===== config.mk =====
export PLATFORM = sky130hd
export DESIGN_NAME = dnd_ram
export DESIGN_NICKNAME = d
export VERILOG_FILES = /design/src/sv/dns_record_name_decoder_defines.svh /design/src/sv/dnd_ram.sv
export SDC_FILE = /design/constraint.sdc
export NUM_CORES = 2
export LEC_CHECK = 0
export BUFFER_PORTS_ARGS = -buffer_cell sky130_fd_sc_hd__buf_4
export CORE_AREA = 8 8 736 738
export DETAILED_ROUTE_END_ITERATION = 12
export DIE_AREA = 0 0 744 746
export GPL_ROUTABILITY_DRIVEN = 0
export PLACE_DENSITY = 0.45
export REMOVE_ABC_BUFFERS = 1
export SLEW_MARGIN = 15
export SYNTH_ARGS = -nofsm -noshare
export SYNTH_HDL_FRONTEND = slang
export SYNTH_SLANG_ARGS = --single-unit

===== constraint.sdc =====
create_clock -name aclk -period 2.8 [get_ports aclk]
set_input_delay 0 -clock aclk [delete_from_list [all_inputs] [get_ports aclk]]
set_output_delay 0 -clock aclk [all_outputs]
set_load 0.005 [all_outputs]

===== src/sv/dns_record_name_decoder_defines.svh =====
// assertion macros shared by the name decoder
// depends on nothing
`ifndef DNS_RECORD_NAME_DECODER_DEFINES_SVH
`define DNS_RECORD_NAME_DECODER_DEFINES_SVH
// implication checked on every clock edge outside reset
`define DND_ASSERT_IMP(label, clk, rstn, ante, cons, msg) \
    label: assert property (@(posedge clk) disable iff (!rstn) (ante) |-> (cons)) \
        else $error(msg);
// implication whose consequent is checked in the following cycle
`define DND_ASSERT_NXT(label, clk, rstn, ante, cons, msg) \
    label: assert property (@(posedge clk) disable iff (!rstn) (ante) |=> (cons)) \
        else $error(msg);
`endif


===== src/sv/dnd_ram.sv =====
// generic single port ram with registered read
// depends on nothing
module dnd_ram #(
    parameter int WIDTH = 8,
    parameter int DEPTH = 512
) (
    input  logic                     aclk,
    input  logic                     we,
    input  logic [$clog2(DEPTH)-1:0] addr,
    input  logic [WIDTH-1:0]         wdata,
    output logic [WIDTH-1:0]         rdata
);
    logic [WIDTH-1:0] mem [DEPTH];

    always_ff @(posedge aclk) begin
        if (we) begin
            mem[addr] <= wdata;
        end
        rdata <= mem[addr];
    end
endmodule


==> impl_metrics.tcl <==
set metrics [dict create \
    result_of_the_run "complete, but fails checks" \
    timing.final.hold_violations 0 \
    placed_area_mm2 0.1808 \
    power.leakage_nw 64.16 \
    clk_pin_slew_worst_paths_ps 60 \
    final_cell_mix "4,096 x edfxtp_1, 1,543 x buf_4, 816 x mux4_2, 538 x nor2_1, 438 x clkbuf_16" \
    grtUsageTotal 0.1795 \
    post-route-drc-count 0 \
    detailroute.via_count 84650 \
    yosysTopAreaCellShare 0.7767 \
    number_of_register_bits_inferred_by_synthesis 4104 \
    postSynth.topFlopCell "edfxtp_1" \
    worstSetupPathType "reg2reg" \
    failing_checks "setup timing" \
    numPlacedInstances 15880 \
    tritoncts_num_sinks 4104 \
    drv_slew 0 \
    commonest_non_fill_non_tap_cell_in_the_layout "edfxtp_1" \
    timing.final.ws_setup_ps -380.2 \
    grt_overflow_total 0 \
    cts_root_buffer "clkbuf_16" \
    synthDominantAreaCellType "edfxtp_1" \
    synth_enable_flop_cells 4096 \
    clock_insertion_delay_worst_skew_ps 1020 \
    floorplan.rows 268 \
    initial_antenna_violation_count 38 \
    start_util 0.2985 \
    syn-mean-instance-area_um2 20.91 \
    design.final.nets 9326 \
    worstPathRequired_ps 3640 \
    global_route_wire_length_before_repair_um 711500 \
    layout_cells_excl_fill 16720 \
    final_period_minus_worst_setup_slack_ps 3180 \
    drt.antenna.violating_nets 0 \
    routedWlPerCell_um 30.64 \
    tritoncts.num_buffers 435 \
    die_height_um 746 \
    async_flop_share 0 \
    synth.yosys.seq_area_share 0.7777 \
    largest_net_degree_at_the_start_of_global_routing 140 \
    hp-class "in2reg" \
    drtPass1Iterations 5 \
    synth_cell_types 67 \
    syn_inst 7575 \
    critPathArrivalTime_ps 4020 \
    peakVddDrop_v 0.0005392 \
    reg2reg_setup_slack_ps -380 \
    drive_gt1_frac 0.3457 \
    die-width_um 744 \
    dp.final_hpwl_um 348800 \
    p_per_area_mw_per_mm2 681.7 \
    viasPerCell 5.064 \
    worstPathMaxFanout 1 \
    ys_top_cells_by_area "edfxtp_1 78%, mux4_2 12%, mux2i_1 2.7%" \
    max_freq_mhz 314.4 \
    final_area_mm2 0.1960 \
    timing.max_cap.violations 0 \
    setup.worst_path.end_class "flip-flop" \
    postRouteWirelength_um 512100 \
    fin_setup_tns_ps -497.8 \
    port_buffers 26 \
    final_setup_vio_count 3 \
    min_period_over_period 1.136 \
    fillerInstances 48880 \
    first_global_vias 87170 \
    worst-slew-pin-transition_ps 1214 \
    total_power_mw 133.6 \
    syn2layout_area_growth_pct 23.75 \
    grt_setup_unrepaired "yes" \
    worst_clock_skew_ps 70.63 \
    detail_route.iter0.violations 8293 \
    slew-limit-headroom 0.1909 \
    cts_tree "done" \
    cts.path.max_buffers 4 \
    synth.yosys.warnings 0 \
    post-route-util 0.3694 \
    cts-htree-levels 5 \
    syn-cell-area_mm2 0.1584 \
    core-area_mm2 0.5305 \
    start_kind "flip-flop" \
    design.die.area_mm2 0.5550 \
    cts_setup_buffers 0 \
    design.portCount 27 \
]
-- power breakdown --
part           internal [mW]  total (mW)  switching (mW)
registers               67.7        67.8           0.105
logic                   2.74        7.16            4.42
clock network           34.0        58.7            24.7
-- path summary, 6_finish.rpt --
path	from	to	depth (start not counted)
setup reg to reg	mem[38][0]$_DFFE_PP_	rdata[0]$_DFF_P_	9
hold / removal	addr[2]	rdata[7]$_DFF_P_	7
hold reg to reg	mem[188][2]$_DFFE_PP_	rdata[2]$_DFF_P_	5
setup / recovery	mem[38][0]$_DFFE_PP_	rdata[0]$_DFF_P_	9
-- registers in the layout (all words and copies together), names as in the netlist --
signal,count
mem,4096
rdata,8
-- cell families (layout without fill, tap and decap cells) --
kind of cell           count (synthesis)  in the layout  synth area share
AND/OR/NAND/NOR                      958            958           0.02736
flip-flops                          4104           4104            0.7777
buffers and inverters                487           2592           0.01590
AO/OA/AOI/OAI                        758            758           0.03426
multiplexers                        1268           1268            0.1448
other                                  0             15                 0
-- worst max-delay path, cell delays in order, from the launching register on --
cell and delay, ps:
edfxtp_1 360, mux4_2 510, a22o_4 290, a221oi_4 220, buf_6 160, a31oi_4 130
a2111o_1 480, nor4_4 550, buf_4 220, nand4_1 110
-- cell type report --
cell class,instances,area (µm²),area share
Sequential cell,4104,123200,0.6285
Multi-Input combinational cell,2984,33430,0.1706
Timing Repair Buffer,1778,16050,0.08192
Clock buffer,522,11350,0.05790
Tap cell,7020,8783,0.04482
Clock inverter,288,3139,0.01602
Antenna cell,15,37.54,0.0001915
Inverter,4,20.02,0.0001022
-- cells in the mapped netlist, drive strengths merged, types with 11 or more instances --
library cell  instances
nor2b                25
o211ai               14
edfxtp             4096
a211oi               36
o21ai                45
a22oi               181
and2                 19
o22ai               118
nor3b                11
mux2                 18
clkbuf              197
nand2               130
a32oi                26
nand3                47
o221ai               12
and3                 25
nor4                 38
nand4                47
a31oi                76
a221oi               92
a21oi                77
nor2                548
buf                 286
nor3                 22
mux2i               434
a22o                 47
mux4                816
-- layer usage --
layer	routed length, µm	track usage	vias up
li1	-	-	35360
met3	30350	0.02715	680
met5	76	0	-
met4	14910	0.04591	12
met1	222700	0.2503	45820
met2	244000	0.2940	2776
-- metrics by stage --
step / worst slack (ps) / hold slack [ps]
2_1_floorplan: -1156 / 98.87
3_3_place_gp: -1561 / 397.4
3_5_place_dp: -1458 / 397.9
4_1_cts: -358.7 / 36.36
5_1_grt: -493.5 / 53.68
6_report: -380.2 / 86.80
-- what timing repair did --
action,in CTS,in global routing
endpoints found under the setup margin,7,22
hold buffers,18,0
pin swaps,13,11
endpoints found under the hold margin,5093,0
gates resized for setup,53,22
Power figures use the tool's default switching activity.
